**src/design/sobel_edge_magnitude_rgb_top_defines.svh**
```systemverilog
// Shared assertion macros
`ifndef SOBEL_EDGE_MAGNITUDE_RGB_TOP_DEFINES_SVH
`define SOBEL_EDGE_MAGNITUDE_RGB_TOP_DEFINES_SVH

// Check a property on the rising clock edge, off while in reset
`define SEM_ASSERT(lbl, prop) \
  lbl: assert property (@(posedge clk_i) disable iff (!rst_ni) prop) \
    else $error("sem assertion failed");

// Check that a condition never holds
`define SEM_ASSERT_NEVER(lbl, cond) \
  `SEM_ASSERT(lbl, !(cond))

`endif

```
**src/design/sem_pkg.sv**
```systemverilog
package sem_pkg;

  localparam int unsigned PIX_W          = 8;
  localparam int unsigned COL_OUT_W      = 10;
  localparam int unsigned ROW_OUT_W      = 12;
  localparam int unsigned CFG_WIDTH_W    = 11;
  localparam int unsigned CFG_HEIGHT_W   = 13;
  localparam int unsigned CFG_DATA_W     = 13;
  localparam int unsigned CFG_ADDR_W     = 2;
  localparam int unsigned MAX_WIDTH_DEF  = 1024;
  localparam int unsigned MAX_HEIGHT_DEF = 4096;
  localparam int unsigned RESET_WIDTH    = 1024;
  localparam int unsigned RESET_HEIGHT   = 768;
  localparam int unsigned QUEUE_DEPTH    = 4;
  localparam int unsigned GRAD_W         = 12;
  localparam int unsigned SUM_W          = 22;
  localparam int unsigned ROOT_W         = 17;
  localparam int unsigned REM_W          = 16;
  localparam int unsigned ROOT_STEPS     = 8;
  localparam int unsigned SAT_LIMIT      = 65025;
  localparam int unsigned MAG_MAX        = 255;

  localparam logic [CFG_ADDR_W-1:0] REG_IMAGE_WIDTH  = 2'd0;
  localparam logic [CFG_ADDR_W-1:0] REG_IMAGE_HEIGHT = 2'd1;

  typedef logic [PIX_W-1:0] sample_t;

  typedef struct packed {
    sample_t blue;
    sample_t green;
    sample_t red;
  } rgb_t;

  typedef struct packed {
    rgb_t [8:0]             pix;
    logic [COL_OUT_W-1:0]   column;
    logic [ROW_OUT_W-1:0]   row;
    logic                   run_last;
    logic                   frame_last;
  } job_t;

  typedef enum logic [1:0] {
    F_IDLE,
    F_READ,
    F_EMIT
  } front_state_e;

  typedef enum logic [1:0] {
    B_IDLE,
    B_SQUARE,
    B_ROOT,
    B_HOLD
  } back_state_e;

endpackage

```
**src/design/sem_back.sv**
```systemverilog
`include "sobel_edge_magnitude_rgb_top_defines.svh"

module sem_back (
  input  logic                           clk_i,
  input  logic                           rst_ni,
  input  sem_pkg::job_t                  job_i,
  input  logic                           job_empty_i,
  output logic                           job_pop_o,
  output sem_pkg::rgb_t                  edge_o,
  output logic [sem_pkg::COL_OUT_W-1:0]  column_o,
  output logic [sem_pkg::ROW_OUT_W-1:0]  row_o,
  output logic                           run_last_o,
  output logic                           frame_last_o,
  output logic                           empty,
  input  logic                           pop
);

  sem_pkg::back_state_e state_q, state_d;

  logic signed [sem_pkg::GRAD_W-1:0] gx_q [3];
  logic signed [sem_pkg::GRAD_W-1:0] gy_q [3];
  logic signed [sem_pkg::GRAD_W-1:0] gx_d [3];
  logic signed [sem_pkg::GRAD_W-1:0] gy_d [3];
  logic signed [sem_pkg::GRAD_W-1:0] smp  [3][9];
  logic signed [2*sem_pkg::GRAD_W-1:0] sq_x [3];
  logic signed [2*sem_pkg::GRAD_W-1:0] sq_y [3];
  logic [sem_pkg::SUM_W-1:0]  sum    [3];
  logic [sem_pkg::REM_W-1:0]  rem_q  [3];
  logic [sem_pkg::ROOT_W-1:0] root_q [3];
  logic [sem_pkg::ROOT_W-1:0] trial  [3];
  logic [sem_pkg::ROOT_W-1:0] bitv;
  logic [2:0]                 sat_q;
  logic [2:0]                 step_q;

  logic [sem_pkg::COL_OUT_W-1:0] col_q;
  logic [sem_pkg::ROW_OUT_W-1:0] row_q;
  logic run_last_q, frame_last_q;

  logic out_valid_q, out_valid_d, load_job, load_out;

  always_comb begin
    for (int ch = 0; ch < 3; ch++) begin
      for (int p = 0; p < 9; p++) begin
        smp[ch][p] = $signed({4'b0, job_i.pix[p][ch*sem_pkg::PIX_W +: sem_pkg::PIX_W]});
      end
      gx_d[ch] = (smp[ch][2] + (smp[ch][5] <<< 1) + smp[ch][8])
               - (smp[ch][0] + (smp[ch][3] <<< 1) + smp[ch][6]);
      gy_d[ch] = (smp[ch][6] + (smp[ch][7] <<< 1) + smp[ch][8])
               - (smp[ch][0] + (smp[ch][1] <<< 1) + smp[ch][2]);
      sq_x[ch] = gx_q[ch] * gx_q[ch];
      sq_y[ch] = gy_q[ch] * gy_q[ch];
      sum[ch]  = sq_x[ch][sem_pkg::SUM_W-1:0] + sq_y[ch][sem_pkg::SUM_W-1:0];
      trial[ch] = root_q[ch] + bitv;
    end
  end

  assign bitv = sem_pkg::ROOT_W'(1) << (2 * (3'd7 - step_q));

  always_comb begin
    state_d = state_q;
    unique case (state_q)
      sem_pkg::B_IDLE:   if (!job_empty_i) state_d = sem_pkg::B_SQUARE;
      sem_pkg::B_SQUARE: state_d = sem_pkg::B_ROOT;
      sem_pkg::B_ROOT:   if (step_q == 3'd7) state_d = sem_pkg::B_HOLD;
      sem_pkg::B_HOLD:   if (load_out) state_d = sem_pkg::B_IDLE;
      default:           state_d = sem_pkg::B_IDLE;
    endcase
  end

  always_comb begin
    load_job    = (state_q == sem_pkg::B_IDLE) && !job_empty_i;
    job_pop_o   = load_job;
    load_out    = (state_q == sem_pkg::B_HOLD) && (!out_valid_q || pop);
    empty       = !out_valid_q;
    out_valid_d = out_valid_q;
    if (load_out) begin
      out_valid_d = 1'b1;
    end else if (pop) begin
      out_valid_d = 1'b0;
    end
  end

  always_ff @(posedge clk_i or negedge rst_ni) begin
    if (!rst_ni) begin
      state_q     <= sem_pkg::B_IDLE;
      out_valid_q <= 1'b0;
      step_q      <= '0;
    end else begin
      state_q     <= state_d;
      out_valid_q <= out_valid_d;
      if (state_q == sem_pkg::B_SQUARE) begin
        step_q <= '0;
      end else if (state_q == sem_pkg::B_ROOT) begin
        step_q <= step_q + 3'd1;
      end
    end
  end

  always_ff @(posedge clk_i) begin
    if (load_job) begin
      gx_q         <= gx_d;
      gy_q         <= gy_d;
      col_q        <= job_i.column;
      row_q        <= job_i.row;
      run_last_q   <= job_i.run_last;
      frame_last_q <= job_i.frame_last;
    end
    for (int ch = 0; ch < 3; ch++) begin
      if (state_q == sem_pkg::B_SQUARE) begin
        rem_q[ch]  <= sum[ch][sem_pkg::REM_W-1:0];
        root_q[ch] <= '0;
        sat_q[ch]  <= (sum[ch] >= sem_pkg::SUM_W'(sem_pkg::SAT_LIMIT));
      end else if (state_q == sem_pkg::B_ROOT) begin
        if (sem_pkg::ROOT_W'(rem_q[ch]) >= trial[ch]) begin
          rem_q[ch]  <= rem_q[ch] - sem_pkg::REM_W'(trial[ch]);
          root_q[ch] <= (root_q[ch] >> 1) + bitv;
        end else begin
          root_q[ch] <= root_q[ch] >> 1;
        end
      end
    end
    if (load_out) begin
      edge_o.red   <= sat_q[0] ? sem_pkg::PIX_W'(sem_pkg::MAG_MAX)
                               : root_q[0][sem_pkg::PIX_W-1:0];
      edge_o.green <= sat_q[1] ? sem_pkg::PIX_W'(sem_pkg::MAG_MAX)
                               : root_q[1][sem_pkg::PIX_W-1:0];
      edge_o.blue  <= sat_q[2] ? sem_pkg::PIX_W'(sem_pkg::MAG_MAX)
                               : root_q[2][sem_pkg::PIX_W-1:0];
      column_o     <= col_q;
      row_o        <= row_q;
      run_last_o   <= run_last_q;
      frame_last_o <= frame_last_q;
    end
  end

  `SEM_ASSERT(a_load_shows, load_out |=> out_valid_q)
  `SEM_ASSERT_NEVER(a_pop_only_idle, job_pop_o && state_q != sem_pkg::B_IDLE)

endmodule

```
**config.mk**
```make
export PLATFORM = sky130hd
export DESIGN_NAME = sem_back
export DESIGN_NICKNAME = d
export VERILOG_FILES = /design/src/design/sem_pkg.sv /design/src/design/sem_back.sv
export VERILOG_INCLUDE_DIRS = /design/src /design/src/design
export SDC_FILE = /design/constraint.sdc
export NUM_CORES = 2
export LEC_CHECK = 0
export BUFFER_PORTS_ARGS = -buffer_cell sky130_fd_sc_hd__buf_2
export CORE_MARGIN = 3
export CORE_UTILIZATION = 25
export CTS_CLUSTER_DIAMETER = 200
export CTS_CLUSTER_SIZE = 16
export DETAILED_ROUTE_END_ITERATION = 12
export HOLD_SLACK_MARGIN = 0.06
export PLACE_DENSITY = 0.51
export REMOVE_ABC_BUFFERS = 1
export SYNTH_ARGS = -nofsm -noshare
export SYNTH_HDL_FRONTEND = slang
export SYNTH_SLANG_ARGS = --single-unit
```
**constraint.sdc**
```tcl
create_clock -name clk_i -period 8.52 [get_ports clk_i]
set_input_delay 0.852 -clock clk_i [delete_from_list [all_inputs] [get_ports clk_i]]
set_output_delay 0.852 -clock clk_i [all_outputs]
set_load 0.02 [all_outputs]
```
-- Yosys cells after proc, flatten, opt, wreduce, memory -nomap -nowiden
Memory sizes are Yosys's and may differ from the RTL's.
Cells that the tools add are included.
- input bits: 244
- bits in registers: 153
- word-level logic and storage cells: 148
- bits in writable memories: 99
- memories kept: 2
- memory list (name ; words ; width ; rd ports ; clocked after Yosys merged registers in ; wr ports ; line ; RTL):
    root_q ; 3 ; 17 ; 3 ; 0 ; 3 ; sem_back.sv:29 ; logic [sem_pkg::ROOT_W-1:0] root_q [3];
    rem_q ; 3 ; 16 ; 3 ; 0 ; 3 ; sem_back.sv:28 ; logic [sem_pkg::REM_W-1:0] rem_q [3];
- multipliers: 6
- muxes and demuxes: 43
- shift-type cells: 1
- bitwise logic cells: 9
- eq/ne operators: 7
- add/sub/neg operators: 44
- order comparisons: 6
- reductions and logical operators: 9
- operators with widths (kind ; count):
    10-bit by 8-bit adder with 11-bit output ; 12
    12-bit by 12-bit multiplier with 22-bit output ; 6
    8-bit by 9-bit adder with 10-bit output ; 12
    17-bit two-way mux ; 6
    11-bit by 11-bit subtractor with 12-bit output ; 6
    22-bit adder ; 3
    22-bit by 16-bit >= comparator with 1-bit output, second input constant ; 3
    16-bit by 17-bit adder with 17-bit output ; 3
    17-bit adder ; 3
    16-bit by 17-bit >= comparator with 1-bit output ; 3
    16-bit two-way mux ; 3
    16-bit subtractor ; 3
    1-bit by 32-bit left shift with 17-bit output, first input constant ; 1
    1-bit two-way mux ; 28
    1-bit bitwise OR ; 9
    2-bit case mux with 4 select lines ; 1
    2-bit two-way mux ; 3
    3-bit two-way mux ; 2
    2-bit != test, second input constant ; 3
    2-bit equality test, second input constant ; 2
    2-bit nonzero test ; 2
    3-bit by 3-bit subtractor with 4-bit output, first input constant ; 1
    3-bit by 1-bit adder with 3-bit output, second input constant ; 1
    3-bit equality test, second input constant ; 1
    6 further kinds ; 8

-- Longest topological paths before layout
- depth in word-level cells: 10
- mapped depth: 25

-- Worst setup path after synthesis
OpenSTA, ideal clock, no wires.
- path type: register to register
- start point: register gy_q[11] in the netlist's numbering
- end point: register sat_q[2], data pin
- arrival: 6.751 ns
- stages on the path, launching flop included: 22
- path buffers: 2
- library setup time: 0.271 ns
- path slack: 1.498 ns
- clock period less this slack: 7.022 ns
- cells stage by stage: edfxtp_1 > clkbuf_1 > clkbuf_1 > nand2_1 > fa_1 > inv_1 > fa_1 > fa_1 > fa_1 > fa_1 > fa_1 > inv_1 > fa_1 > inv_1 > ha_1 > and3_1 > a21boi_0 > o32ai_1 > o31ai_1 > or4b_2 > nand4_1 > o2111ai_1
- word-level cells in the longest chain between the ends: 3
- ends and longest elaborated chain (what ; line ; RTL):
    start: declaration ; sem_back.sv:21 ; logic signed [sem_pkg::GRAD_W-1:0] gy_q [3];
    start signal: assignment ; sem_back.sv:102 ; gy_q <= gy_d;
    12-bit by 12-bit multiplier with 22-bit output ; sem_back.sv:51 ; sq_y[ch] = gy_q[ch] * gy_q[ch];
    22-bit adder ; sem_back.sv:52 ; sum[ch] = sq_x[ch][sem_pkg::SUM_W-1:0] + sq_y[ch][sem_pkg::SUM_W-1:0];
    22-bit by 16-bit >= comparator with 1-bit output ; sem_back.sv:112 ; sat_q[ch] <= (sum[ch] >= sem_pkg::SUM_W'(sem_pkg::SAT_LIMIT));
    end signal: indexed assignment ; sem_back.sv:112 ;
    end: declaration ; sem_back.sv:32 ; logic [2:0] sat_q;
Every way passes these cells.
A chain may end at the register's enable or synchronous reset.

-- Final worst setup path
- start point: register gy_q[1] in the netlist's numbering
- end point: register sat_q[2], data pin
The elaborated chain is that of the path after synthesis.

==> impl_metrics.yaml <==
run_status:
  status: "complete, no violations"
timing:
  worst_slew_pin_slew_ns: 0.941
  fin_crit_ns: 7.51
  clock_skew_ns: 0.0277
  hold_ws_ns: 0.156
  max_freq_mhz: 133
  fin_tns_setup_ns: 0
  rsz0062_at_grt: "false"
  setup_viol: 0
  timing_hold_violations_final: 0
  period_share_pct: 88.2
  max_slew_margin_pct: 37.2
  maxSlewViolCount: 0
synth:
  syn_area_sq_um: 48200
  synth-edff-count: 246
  synth_top_cell_by_area: "fa_1"
  synth_flop_cell: "edfxtp_1"
  netlist_instances: 4782
  synth_top_cell_area_share_pct: 39.7
  synth_seq_area_share_pct: 15.6
  async_flop_share_pct: 2.38
  synthTopCellsByArea: "fa_1 (40%), edfxtp_1 (15%), ha_1 (12%)"
  synth_seq_cells: 252
  synth.distinct_cells: 85
  syn_avg_cell_area_sq_um: 10.1
  yosysWarnings: 0
clock_tree:
  clk_pin_slew_ns: 0.09
  numCtsBuffers: 19
  cts_setup_buffers: 0
  cts_sinks: 252
  ctsHoldBuffers: 0
  root_buffer: "clkbuf_16"
  clk_latency_ns: 0.56
  cts-htree-levels: 1
  ctsResizeCount: 0
  cts_tree: "yes"
  cts_max_path_buffers: 3
final_layout:
  drive_gt1_share_pct: 8.12
  fin_util_pct: 27.8
  nets: 6638
  antennaDiodeCount: 0
  syn_to_final_growth_pct: 9.93
  nFillCells: 20300
floorplanning:
  die_w_microns: 445
  rows: 160
  core-area_sq_um: 191000
  die_h_microns: 445
  io_pins: 294
  die-area_sq_um: 198000
  initial_core_util_pct: 25.2
flow_run:
  max_cap_violations: 0
route:
  via_per_inst: 4.19
  drtAntennaViolNets: 0
  dr_wl_met2_microns: 56200
  wire_per_inst_microns: 14.6
  drc: 0
  drt-total-wl_microns: 109000
  vias: 31400
  highest-signal-layer: "met5"
  firstDrtPassIters: 5
  drtIter0Drc: 1098
  wirelength_met1_microns: 47900
  met3WireLength_microns: 3340
setup_path:
  cp_max_fo: 13
  worstSetupStartpointType: "flop"
  worstPathRequired_ns: 8.82
  crit_arrival_ns: 7.81
  end_kind: "flop"
  path_class: "flop to flop"
placed_design:
  io_buffers: 269
  gp_congestion: 0.802
  hpwl_microns: 94200
global_route:
  grt_pass1_wl_microns: 183000
  grt_max_degree: 59
  overflow: 0
  grt_pass1_vias: 34800
  grt_antenna_before_repair: 4
  track_usage_pct: 11.4
min_path:
  hp-class: "primary input to asynchronous set/reset pin"
worst max-delay path: stages (launching register included):
cell and delay (ns):
edfxtp_1 0.69, nand2_1 0.21, fa_1 0.86, inv_1 0.15, fa_1 0.53, fa_1 0.45
fa_1 0.60, fa_1 0.44, fa_1 0.49, inv_1 0.05, fa_1 0.47, inv_1 0.04
ha_1 0.33, and3_1 0.18, a21boi_0 0.14, o32ai_1 0.50, o31ai_1 0.27, or4b_2 0.66
nand4_1 0.11, o2111ai_1 0.10
layout make-up:
class / count / area, sq um / area share, %
Timing Repair Buffer: 295 / 1540 / 2.91
Inverter: 1303 / 4890 / 9.23
Tap cell: 2511 / 3140 / 5.93
Multi-Input combinational cell: 3122 / 35400 / 66.7
Sequential cell: 252 / 7540 / 14.2
Clock buffer: 26 / 522 / 0.984
cell families (layout without fill, tap and decap cells):
| group | after synthesis | after routing | synth area share, % |
|---|---|---|---|
| buf+inv | 1408 | 1624 | 11.0 |
| compound gates | 502 | 502 | 6.80 |
| fa+ha+maj | 1401 | 1401 | 51.2 |
| mux | 51 | 51 | 1.17 |
| simple gates | 927 | 927 | 9.65 |
| flops | 252 | 252 | 15.6 |
| xor+xnor | 241 | 241 | 4.46 |
Yosys cell counts, types with 23 or more instances:
| library cell | n |
|---|---|
| inv_1 | 1303 |
| nor2b_1 | 64 |
| fa_1 | 956 |
| clkbuf_1 | 91 |
| mux2_2 | 23 |
| nand2_1 | 330 |
| or2_2 | 32 |
| xor2_1 | 76 |
| o21ai_0 | 107 |
| nand2b_1 | 31 |
| o21bai_1 | 29 |
| edfxtp_1 | 246 |
| xnor2_1 | 162 |
| and2_1 | 180 |
| a21oi_1 | 118 |
| nor2_1 | 150 |
| a211oi_1 | 25 |
| ha_1 | 445 |
| a31oi_1 | 43 |
| nand3_1 | 27 |
| a21o_1 | 50 |
placed cells by master (no fill, tap or decap), drive strengths merged, types with 50 or more instances in the layout:
cell and count:
buf 295, a21o 50, o21ai 112, fa 956, xnor2 162, xor2 76, edfxtp 246, nand2 331
inv 1303, ha 445, a21oi 118, nor2b 65, nor2 151, and2 180
sequential cells by signal, indices dropped and copies added, names as in the netlist:
register	cells
step_q	3
state_q	2
col_q	10
gx_q	36
run_last_q	1
row_q	12
frame_last_q	1
root_q	51
column_o	10
out_valid_q	1
edge_o	24
run_last_o	1
frame_last_o	1
gy_q	36
sat_q	3
rem_q	48
row_o	12
through the flow:
stage,worst slack (ns),std cells,cell area (sq um)
after floorplan,1.73,4677,47800
after global placement,1.08,7483,52500
after detailed placement,1.03,7483,52500
after CTS,1.03,7509,53000
after global routing,0.509,7509,53000
final,1.01,7509,53000
per-layer routing:
layer	GRT usage (%)	vias up
met5	0	-
met4	1.98	6
met3	1.09	80
met2	20.9	415
met1	14.6	15900
li1	-	15100
worst paths after layout:
check | endpoint | slack, ns | cells past startpoint | start
max in group asynchronous | out_valid_q | 8.13 | 1 | rst_ni
min in group clk_i | column_o[0] | 0.42 | 0 | col_q[0]
worst min register to register | column_o[0] | 0.42 | 0 | col_q[0]
worst max-delay path | sat_q[2] | 1.01 | 19 | gy_q[1]
worst min-delay path | state_q[0] | 0.16 | 1 | rst_ni
worst max register to register | sat_q[2] | 1.01 | 19 | gy_q[1]
Power is left out: the tool's default activity adds up to more than one toggle a clock period on the data nets, which glitch-free logic cannot reach.
