$ cat config.mk
export PLATFORM = sky130hd
export DESIGN_NAME = sem_fifo
export DESIGN_NICKNAME = d
export VERILOG_FILES = /design/src/design/sem_pkg.sv /design/src/design/sem_fifo.sv
export VERILOG_INCLUDE_DIRS = /design/src /design/src/design
export SDC_FILE = /design/constraint.sdc
export NUM_CORES = 1
export LEC_CHECK = 0
export BUFFER_PORTS_ARGS = -buffer_cell sky130_fd_sc_hd__buf_2
export CAP_MARGIN = 20
export CORE_AREA = 2 2 245 247
export CTS_BUF_LIST = sky130_fd_sc_hd__clkbuf_16
export DETAILED_ROUTE_END_ITERATION = 6
export DIE_AREA = 0 0 247 249
export PLACE_DENSITY = 0.82
export REMOVE_ABC_BUFFERS = 1
export SYNTH_ARGS = -nofsm -noshare
export SYNTH_HDL_FRONTEND = slang
export SYNTH_SLANG_ARGS = --single-unit
$ cat constraint.sdc
create_clock -name clk_i -period 11.3 [get_ports clk_i]
set_clock_uncertainty 0.1 [all_clocks]
set_input_delay 2.26 -clock clk_i [delete_from_list [all_inputs] [get_ports clk_i]]
set_output_delay 2.26 -clock clk_i [all_outputs]
set_load 0.02 [all_outputs]
$ cat src/design/sobel_edge_magnitude_rgb_top_defines.svh
// Shared assertion macros
`ifndef SOBEL_EDGE_MAGNITUDE_RGB_TOP_DEFINES_SVH
`define SOBEL_EDGE_MAGNITUDE_RGB_TOP_DEFINES_SVH

// Check a property on the rising clock edge, off while in reset
`define SEM_ASSERT(lbl, prop) \
  lbl: assert property (@(posedge clk_i) disable iff (!rst_ni) prop) \
    else $error("sem assertion failed");

// Check that a condition never holds
`define SEM_ASSERT_NEVER(lbl, cond) \
  `SEM_ASSERT(lbl, !(cond))

`endif

$ cat src/design/sem_pkg.sv
package sem_pkg;

  localparam int unsigned PIX_W          = 8;
  localparam int unsigned COL_OUT_W      = 10;
  localparam int unsigned ROW_OUT_W      = 12;
  localparam int unsigned CFG_WIDTH_W    = 11;
  localparam int unsigned CFG_HEIGHT_W   = 13;
  localparam int unsigned CFG_DATA_W     = 13;
  localparam int unsigned CFG_ADDR_W     = 2;
  localparam int unsigned MAX_WIDTH_DEF  = 1024;
  localparam int unsigned MAX_HEIGHT_DEF = 4096;
  localparam int unsigned RESET_WIDTH    = 1024;
  localparam int unsigned RESET_HEIGHT   = 768;
  localparam int unsigned QUEUE_DEPTH    = 4;
  localparam int unsigned GRAD_W         = 12;
  localparam int unsigned SUM_W          = 22;
  localparam int unsigned ROOT_W         = 17;
  localparam int unsigned REM_W          = 16;
  localparam int unsigned ROOT_STEPS     = 8;
  localparam int unsigned SAT_LIMIT      = 65025;
  localparam int unsigned MAG_MAX        = 255;

  localparam logic [CFG_ADDR_W-1:0] REG_IMAGE_WIDTH  = 2'd0;
  localparam logic [CFG_ADDR_W-1:0] REG_IMAGE_HEIGHT = 2'd1;

  typedef logic [PIX_W-1:0] sample_t;

  typedef struct packed {
    sample_t blue;
    sample_t green;
    sample_t red;
  } rgb_t;

  typedef struct packed {
    rgb_t [8:0]             pix;
    logic [COL_OUT_W-1:0]   column;
    logic [ROW_OUT_W-1:0]   row;
    logic                   run_last;
    logic                   frame_last;
  } job_t;

  typedef enum logic [1:0] {
    F_IDLE,
    F_READ,
    F_EMIT
  } front_state_e;

  typedef enum logic [1:0] {
    B_IDLE,
    B_SQUARE,
    B_ROOT,
    B_HOLD
  } back_state_e;

endpackage

$ cat src/design/sem_fifo.sv
`include "sobel_edge_magnitude_rgb_top_defines.svh"

module sem_fifo #(
  parameter int unsigned Depth = sem_pkg::QUEUE_DEPTH
) (
  input  logic          clk_i,
  input  logic          rst_ni,
  input  logic          push_i,
  input  sem_pkg::job_t data_i,
  output logic          full_o,
  input  logic          pop_i,
  output sem_pkg::job_t data_o,
  output logic          empty_o
);

  localparam int unsigned PtrW = (Depth > 1) ? $clog2(Depth) : 1;
  localparam int unsigned CntW = $clog2(Depth + 1);

  sem_pkg::job_t  store_q [Depth];
  logic [PtrW-1:0] wr_q, wr_d, rd_q, rd_d;
  logic [CntW-1:0] cnt_q, cnt_d;

  assign full_o  = (cnt_q == CntW'(Depth));
  assign empty_o = (cnt_q == '0);
  assign data_o  = store_q[rd_q];

  always_comb begin
    wr_d  = wr_q;
    rd_d  = rd_q;
    cnt_d = cnt_q;
    if (push_i) begin
      wr_d = (wr_q == PtrW'(Depth - 1)) ? '0 : wr_q + 1'b1;
    end
    if (pop_i) begin
      rd_d = (rd_q == PtrW'(Depth - 1)) ? '0 : rd_q + 1'b1;
    end
    if (push_i && !pop_i) begin
      cnt_d = cnt_q + 1'b1;
    end else if (pop_i && !push_i) begin
      cnt_d = cnt_q - 1'b1;
    end
  end

  always_ff @(posedge clk_i or negedge rst_ni) begin
    if (!rst_ni) begin
      wr_q  <= '0;
      rd_q  <= '0;
      cnt_q <= '0;
    end else begin
      wr_q  <= wr_d;
      rd_q  <= rd_d;
      cnt_q <= cnt_d;
    end
  end

  always_ff @(posedge clk_i) begin
    if (push_i) begin
      store_q[wr_q] <= data_i;
    end
  end

  `SEM_ASSERT_NEVER(a_no_overflow, push_i && full_o && !pop_i)
  `SEM_ASSERT_NEVER(a_no_underflow, pop_i && empty_o)

endmodule

* After elaboration in Yosys (flattened, before gate mapping)
Memory sizes are Yosys's and may differ from the RTL's.
Cells that the tools add are included.
** Cells by class
- $add $sub $neg :: 4
- Eq/ne operators :: 3
- Multiplexer cells :: 6
- Reduce and logical (&&, ||, !) cells :: 6
** Operators with widths (count)
- 3-bit two-way mux :: 2
- 2-bit by 1-bit adder with 2-bit output (second input constant) :: 2
- 2-bit equality test (second input constant) :: 2
- 2-bit two-way mux :: 2
- 3-bit by 1-bit adder with 3-bit output (second input constant) :: 1
- 3-bit equality test (second input constant) :: 1
- 3-bit logical NOT :: 1
- 3-bit by 1-bit subtractor with 3-bit output (second input constant) :: 1
- 1-bit logical AND :: 2
- 1-bit logical NOT :: 2
- 1-bit two-way mux :: 2
- 2-bit nonzero test :: 1
** Word-level totals
- Register bits after elaboration :: 7
- Bits in writable memories :: 960
- Input bits :: 244
- Output and inout bits :: 242
- Logic and storage cells :: 23
- Memories kept :: 1
** Memories
- store_q :: words 4, width 240, read ports 1, clocked after memory_dff 0, write ports 1, RTL line sem_fifo.sv:19 : sem_pkg::job_t store_q [Depth];

* Longest topological paths before layout
Gate-level depths: netlist of run 1.
- Word-level depth :: 4
- Mapped depth :: 7
- Gate-level depth less buffers :: 7

* Least setup slack after synthesis of run 1
OpenSTA, ideal clock, no wires.
- Kind :: input -> register
- From :: input push_i
- To :: memory store_q[2][0] (netlist bit), enable pin
- Setup time :: 0.630 ns
- Arrival :: 7.689 ns
- Required time :: 10.570 ns
- Setup slack :: 2.881 ns
- Stages :: 1
- Buffers on the path :: 0
- Cell sequence :: and2_1
** On the way
- Cells in the longest elaborated chain, start to end :: 2
** RTL lines
- start: declaration :: RTL line sem_fifo.sv:8 : input logic push_i,
- 1-bit two-way mux :: RTL line sem_fifo.sv:57 : if (push_i) begin
- 1-bit two-way mux (implied by the code) :: RTL line sem_fifo.sv:58 : store_q[wr_q] <= data_i;
- end: declaration :: RTL line sem_fifo.sv:19
No other way between the ends.

==> metrics.txt, run 1 <==
status=finished clean; GRT Util Overall=24.85%; PD cells=271.6 mW/mm^2; Fin Hold WS=0.3990 ns; cts repair resizes=0; crit path capture type=output port; CP top delay family=buffers and inverters; initial core utilization=59.71%; Reg-to-Reg End=store_q[2][169]; Placement Cell Area=0.03823 sq mm; CP arrival=4.00 ns; multiplexer share of the synthesized area=15.52%; Crit path top cell by count=buf_4; port bufs=485; worst hold endpoint=cnt_q[2]; Synth warnings=0; clock sink count=967; Crit path required time=8.94 ns; CP bufs+invs=3; peak supply drop=302.6 uV; # rows=89; Hold WC Path Type=reg -> reg; worst path cell trace=buf_4, buf_4, mux4_2, buf_2; synthesized flop and latch total=967; antenna violation net count after detailed routing=0; setup bufs post-CTS=0; XOR/XNOR share of the synthesized area=0.07499%; Avg WL per Cell=28.16 um; CTS tree=built; detailed-router iteration count before antenna repair=4; Layout fillers=3257; die width=247 um; Vias=16350; FF-to-FF path depth=4; total power=11.20 mW; Crit-path slowest cell=buf_4; via/cell ratio=6.059; Syn Std Cell Area=0.03504 sq mm; Setup violations, final=0; DIE AREA=0.06150 sq mm; CTS Buf Count=94; Detailed Route Iter0 Violations=1385; dpl hpwl=42830 um; critical path's largest stage delay=0.89 ns; hold path cells=1; fmax=157.2 MHz; first-pass GRT wire length=111300 um; crit path time final=6.360 ns; Core Footprint=0.05869 sq mm; relative slew slack=24.09%; Setup crit start kind=flop; syn avg cell area=27.14 sq um; Layout Nets=2082; final worst-path setup slack=4.940 ns; Finished Cell Area=0.04124 sq mm; Final period util=56.28%; simple-gate share of the synthesized area=0.1607%; reg2reg setup slack=8.32 ns; largest net degree at the start of global routing=134; final WL=76000 um; main combinational cell family by area after synthesis=multiplexers; final hold viol count=0; Cells after Synth=1291; Critical R2R Launch=wr_q[0]; synth-to-layout area growth=17.71%; MaxCap Viol Count=0; CTS Buffer Depth=3; CP Max Fanout=66; Die Span Y=249 um; Clk pin slew, worst setup/hold paths=0.05 ns; unrepaired setup endpoints after global routing=false; sequential area share after synthesis=82.77%; number of global-route vias before repair=17410; Synth Area in Compound Gates=0.02857%; count of pins over their slew limit=0; DRC errors left=0; root buf cell=clkbuf_16; Synth Area in Adders=0.2714%; GR Overflow Total=0; # hold bufs at CTS=0; layout cells sized above 1=46.07%; leakage=14.04 nW; Setup WS pre-CTS=5.651 ns; # H-tree levels=3; initial antenna violation count=33; synth unique cells=18; Routability Congestion=0.8252; hold_sp=cnt_q[2]; Tightest Pin Transition=1.139 ns; WS Path Type=reg -> out; worst skew pair latency=0.63 ns; num ports=486
[worst max path at each step]
| stage | startpoint | depth (start not counted) | slack (ns) | to |
|---|---|---|---|---|
| after floorplan | rd_q[0] | 1 | -1.17 | data_o[0] |
| after global placement | rd_q[1] | 4 | 5.66 | data_o[88] |
| after detailed placement | rd_q[1] | 4 | 5.65 | data_o[88] |
| after CTS | rd_q[1] | 4 | 4.96 | data_o[184] |
| after global routing | rd_q[1] | 4 | 4.82 | data_o[176] |
| final | rd_q[1] | 4 | 4.94 | data_o[176] |
[worst reg2reg max path, stage by stage, from the launching register on]
cell and delay [ns]:
dfrtp_1 0.44, inv_1 0.15, ha_1 0.19, and2_4 0.74, buf_4 0.89
[cell usage in the layout, fill, tap and decap left out, types with 3 or more instances in the layout]
master / synthesis / final
clkinv_2: 0 / 22
diode_2: 0 / 16
dfrtp_1: 7 / 5
edfxtp_1: 960 / 960
buf_4: 0 / 7
buf_12: 0 / 6
inv_1: 4 / 16
buf_2: 27 / 485
clkinv_8: 0 / 3
clkbuf_16: 0 / 95
bufinv_16: 0 / 7
nor2_1: 3 / 3
mux4_2: 240 / 240
ha_1: 6 / 6
and2_4: 0 / 4
mux2_2: 3 / 3
clkinv_1: 0 / 30
inv_6: 0 / 3
[synth_stat cells]
cell type	count	area, sq um
edfxtp_1	960	28830
mux4_2	240	5405
buf_2	27	135.1
buf_6	21	236.5
dfrtp_1	7	175.2
clkbuf_1	6	22.52
ha_1	6	75.07
and2_1	4	25.02
inv_1	4	15.01
mux2_2	3	33.78
nor2_1	3	11.26
nand2_1	2	7.510
o21ai_0	2	10.01
xor2_1	2	17.52
fa_1	1	20.02
nor3_1	1	5.000
nor3b_1	1	7.510
xnor2_1	1	8.760
[cells by family (layout without fill, tap and decap cells)]
kind of cell,count (synthesis),count (layout)
adders and majority gates,7,7
DFF,967,967
AOI/OAI and AO/OA,2,2
buffers and inverters,58,677
xor gates and xnor gates,3,3
other,0,16
muxes,243,243
and+or+nand+nor,11,11
[power by group]
part / internal (mW) / total (mW) / leakage [nW] / switching [mW]
Clock: 1.69 / 2.98 / 1.51 / 1.29
Combinational: 1.32 / 3.39 / 3.63 / 2.07
Sequential: 4.61 / 4.83 / 8.90 / 0.223
Total: 7.62 / 11.2 / 14.0 / 3.59
[state kept, by name, indices dropped and copies added (netlist names)]
| name | flops |
|---|---|
| store_q | 960 |
| wr_q | 2 |
| cnt_q | 3 |
| rd_q | 2 |
[routing by layer]
metal	track usage (%)	vias up	wire length, um
li1	-	6731	-
met1	31.51	8492	26650
met2	41.26	916	39680
met3	7.240	177	7169
met4	8.933	36	2276
met5	0	-	235
[final cells by class]
type                    count  area, sq um  share of cell area (%)
diodes                     16        40.04                 0.09708
clock buffers              95         2377                   5.764
clock inverters            80        598.1                   1.450
inverters                   4        15.01                 0.03640
multi-input cells         266         5637                   13.67
flip-flops and latches    967        29010                   70.34
well taps                 773        967.2                   2.345
repair buffers            498         2600                   6.304
[through the flow]
step,utilization [%],TNS (ns),instances
floorplan,-,-279.67,1237
global placement,65.14,0,2508
detailed placement,65.14,0,2508
CTS,70.21,0,2683
global route,70.27,0,2696
finish,70.28,0,2699
No activity file was read; power rests on OpenSTA's default activity.
==> run 2: changes to the inputs <==
--- a/config.mk
+++ b/config.mk
@@ -8,11 +8,11 @@
 export LEC_CHECK = 0
 export BUFFER_PORTS_ARGS = -buffer_cell sky130_fd_sc_hd__buf_2
 export CAP_MARGIN = 20
-export CORE_AREA = 2 2 245 247
+export CORE_AREA = 2 2 266 268
 export CTS_BUF_LIST = sky130_fd_sc_hd__clkbuf_16
 export DETAILED_ROUTE_END_ITERATION = 6
-export DIE_AREA = 0 0 247 249
-export PLACE_DENSITY = 0.82
+export DIE_AREA = 0 0 268 270
+export PLACE_DENSITY = 0.74
 export REMOVE_ABC_BUFFERS = 1
 export SYNTH_ARGS = -nofsm -noshare
 export SYNTH_HDL_FRONTEND = slang
==> constraint.sdc (replaced) <==
create_clock -name clk_i -period 5.72 [get_ports clk_i]
set_clock_uncertainty 0.1 [all_clocks]
set_input_delay 1.144 -clock clk_i [delete_from_list [all_inputs] [get_ports clk_i]]
set_output_delay 1.144 -clock clk_i [all_outputs]
set_load 0.02 [all_outputs]
==> metrics.txt, run 2 (same netlist as run 1, synthesis figures left out) <==
count of pins over their slew limit=0 (unchanged); unrepaired setup endpoints after global routing=false; top flop regs=store_q x960, cnt_q x3; max reg flops=960 (unchanged); crit path capture=data_o[94]; first-pass GRT wire length=104200 um (-6.4%); MaxCap Viol Count=0 (unchanged); Tightest Pin Transition=1.073 ns (-0.06557 ns); final WL=70110 um (-7.8%); relative slew slack=28.46% (+4.4 points); peak supply drop=388.6 uV (+28%); Avg WL per Cell=24.36 um (-13%); leakage=14.24 nW (+1.4%); Setup violations, final=0 (unchanged); DIE AREA=0.07236 sq mm (+18%); port bufs=485 (unchanged); clock sink count=967 (unchanged); storage element area=0.02901 sq mm (unchanged); most common cell after layout, fill and taps aside=edfxtp_1; cts repair resizes=0 (unchanged); largest net degree at the start of global routing=108 (-19%); non-filler instance count after layout=2878 (+6.6%); placed instance count=2691 (+7.3%); Crit path required time=4.48 ns (-4.46 ns); GRT Util Overall=19.38% (-5.5 points); Core Footprint=0.06954 sq mm (+19%); CTS Buffer Depth=3 (unchanged); GR Overflow Total=0 (unchanged); CTS tree=built; most frequent cells in the layout=edfxtp_1 (960), buf_2 (485), mux4_2 (240), clkbuf_16 (97); reg2reg setup slack=3.22 ns (-5.10 ns); DRC errors left=0 (unchanged); setup TNS=0 ns (unchanged); Vias=15860 (-3.0%); area of the multi-input gates=0.005637 sq mm (unchanged); # rows=97 (+9.0%); die width=268 um (+8.5%); antenna violation net count after detailed routing=0 (unchanged); Placement Cell Area=0.03862 sq mm (+1.0%); Detailed Route Iter0 Violations=1337 (-3.5%); critical path's largest stage delay=0.92 ns (+0.03 ns); crit path capture type=output port; final hold viol count=0 (unchanged); Reg-to-Reg End=store_q[0][220]; Layout fillers=4772 (+47%); Clk pin slew, worst setup/hold paths=0.06 ns (about the same); Setup crit start kind=flop; Critical R2R Launch=wr_q[0]; synth-to-layout area growth=19.52%; CP startpoint=rd_q[0]; CTS Buf Count=95 (+1.1%); dpl hpwl=42510 um (-0.77%); Layout Nets=2100 (+0.86%); FF-to-FF path depth=4 (unchanged); Finished Cell Area=0.04188 sq mm (+1.5%); setup bufs post-CTS=0 (unchanged); Final period util=74.42%; Die Span Y=270 um (+8.4%); worst path cell trace=buf_4, mux4_2, buf_2; Routability Congestion=0.7678 (-7.0%); PD cells=535.9 mW/mm^2 (+97%); crit path time final=4.257 ns; detailed-router iteration count before antenna repair=5 (+1); largest register by flop count=store_q; number of global-route vias before repair=16930 (-2.8%); root buf cell=clkbuf_16; layout cells sized above 1=47.11% (+1.0 points); initial core utilization=50.38% (-9.3 points); worst skew pair latency=0.63 ns (about the same); fmax=234.9 MHz; # hold bufs at CTS=0 (unchanged); num ports=486 (unchanged); # H-tree levels=3 (unchanged); CP arrival=3.01 ns (-0.99 ns); via/cell ratio=5.510 (-9.1%); CP Max Fanout=36 (-45%); Hold WC Path Type=in -> async; Crit-path slowest cell=dfrtp_4; initial antenna violation count=30 (-9.1%); WS Path Type=reg -> out; status=finished clean
run 2: cell types whose count changed in the layout (fill, tap and decap cells not counted), sizes merged:
cell / change
clkbuf: +2
inv: +5
clkinvlp: +5
bufinv: +7
buf: +17
clkinv: -27
diode: +3
run 2: worst max-delay path: cells and delay by family (launching register included):
family	cells	cell delay [ns]
flops	1	0.92
buf+inv	2	0.81
mux	1	0.59
run 2: how the worst min path moves through the flow:
stage                to  slack [ns]
5_1_grt         wr_q[1]        0.21
3_3_place_gp   cnt_q[2]        0.37
3_5_place_dp   cnt_q[2]        0.39
4_1_cts         wr_q[0]        0.19
2_1_floorplan  cnt_q[2]        0.36
6_report        wr_q[0]        0.23
run 2: per-stage QoR:
step | total power, mW | setup slack, ns | hold WS [ns] | util [%]
after floorplan | 14.24 | -5.629 | 0.3563 | -
after global placement | 16.31 | 2.051 | 0.3724 | 55.54
after detailed placement | 16.42 | 2.029 | 0.3939 | 55.54
after CTS | 22.73 | 1.344 | 0.1892 | 60.11
after global routing | 23.37 | 1.223 | 0.2091 | 60.21
final | 22.44 | 1.463 | 0.2339 | 60.22
run 2: layout make-up:
type	count	share of cell area, %
Sequential cell	967	69.27
Multi-Input combinational cell	266	13.46
Timing Repair Buffer	515	6.710
Clock buffer	97	5.796
Tap cell	940	2.808
Clock inverter	70	1.805
Antenna cell	19	0.1135
Inverter	4	0.03585
run 2: power by group:
group | internal [mW] | total (mW) | switching (mW)
Clock | 3.72 | 6.29 | 2.57
Combinational | 2.67 | 6.65 | 3.98
Sequential | 9.07 | 9.50 | 0.425
Total | 15.5 | 22.4 | 6.98
run 2: routing by layer:
| layer | routed length (um) | global-route usage [%] |
|---|---|---|
| met1 | 25940 | 23.59 |
| met2 | 35830 | 31.92 |
| met3 | 5707 | 6.346 |
| met4 | 2502 | 8.248 |
| met5 | 130 | 0 |
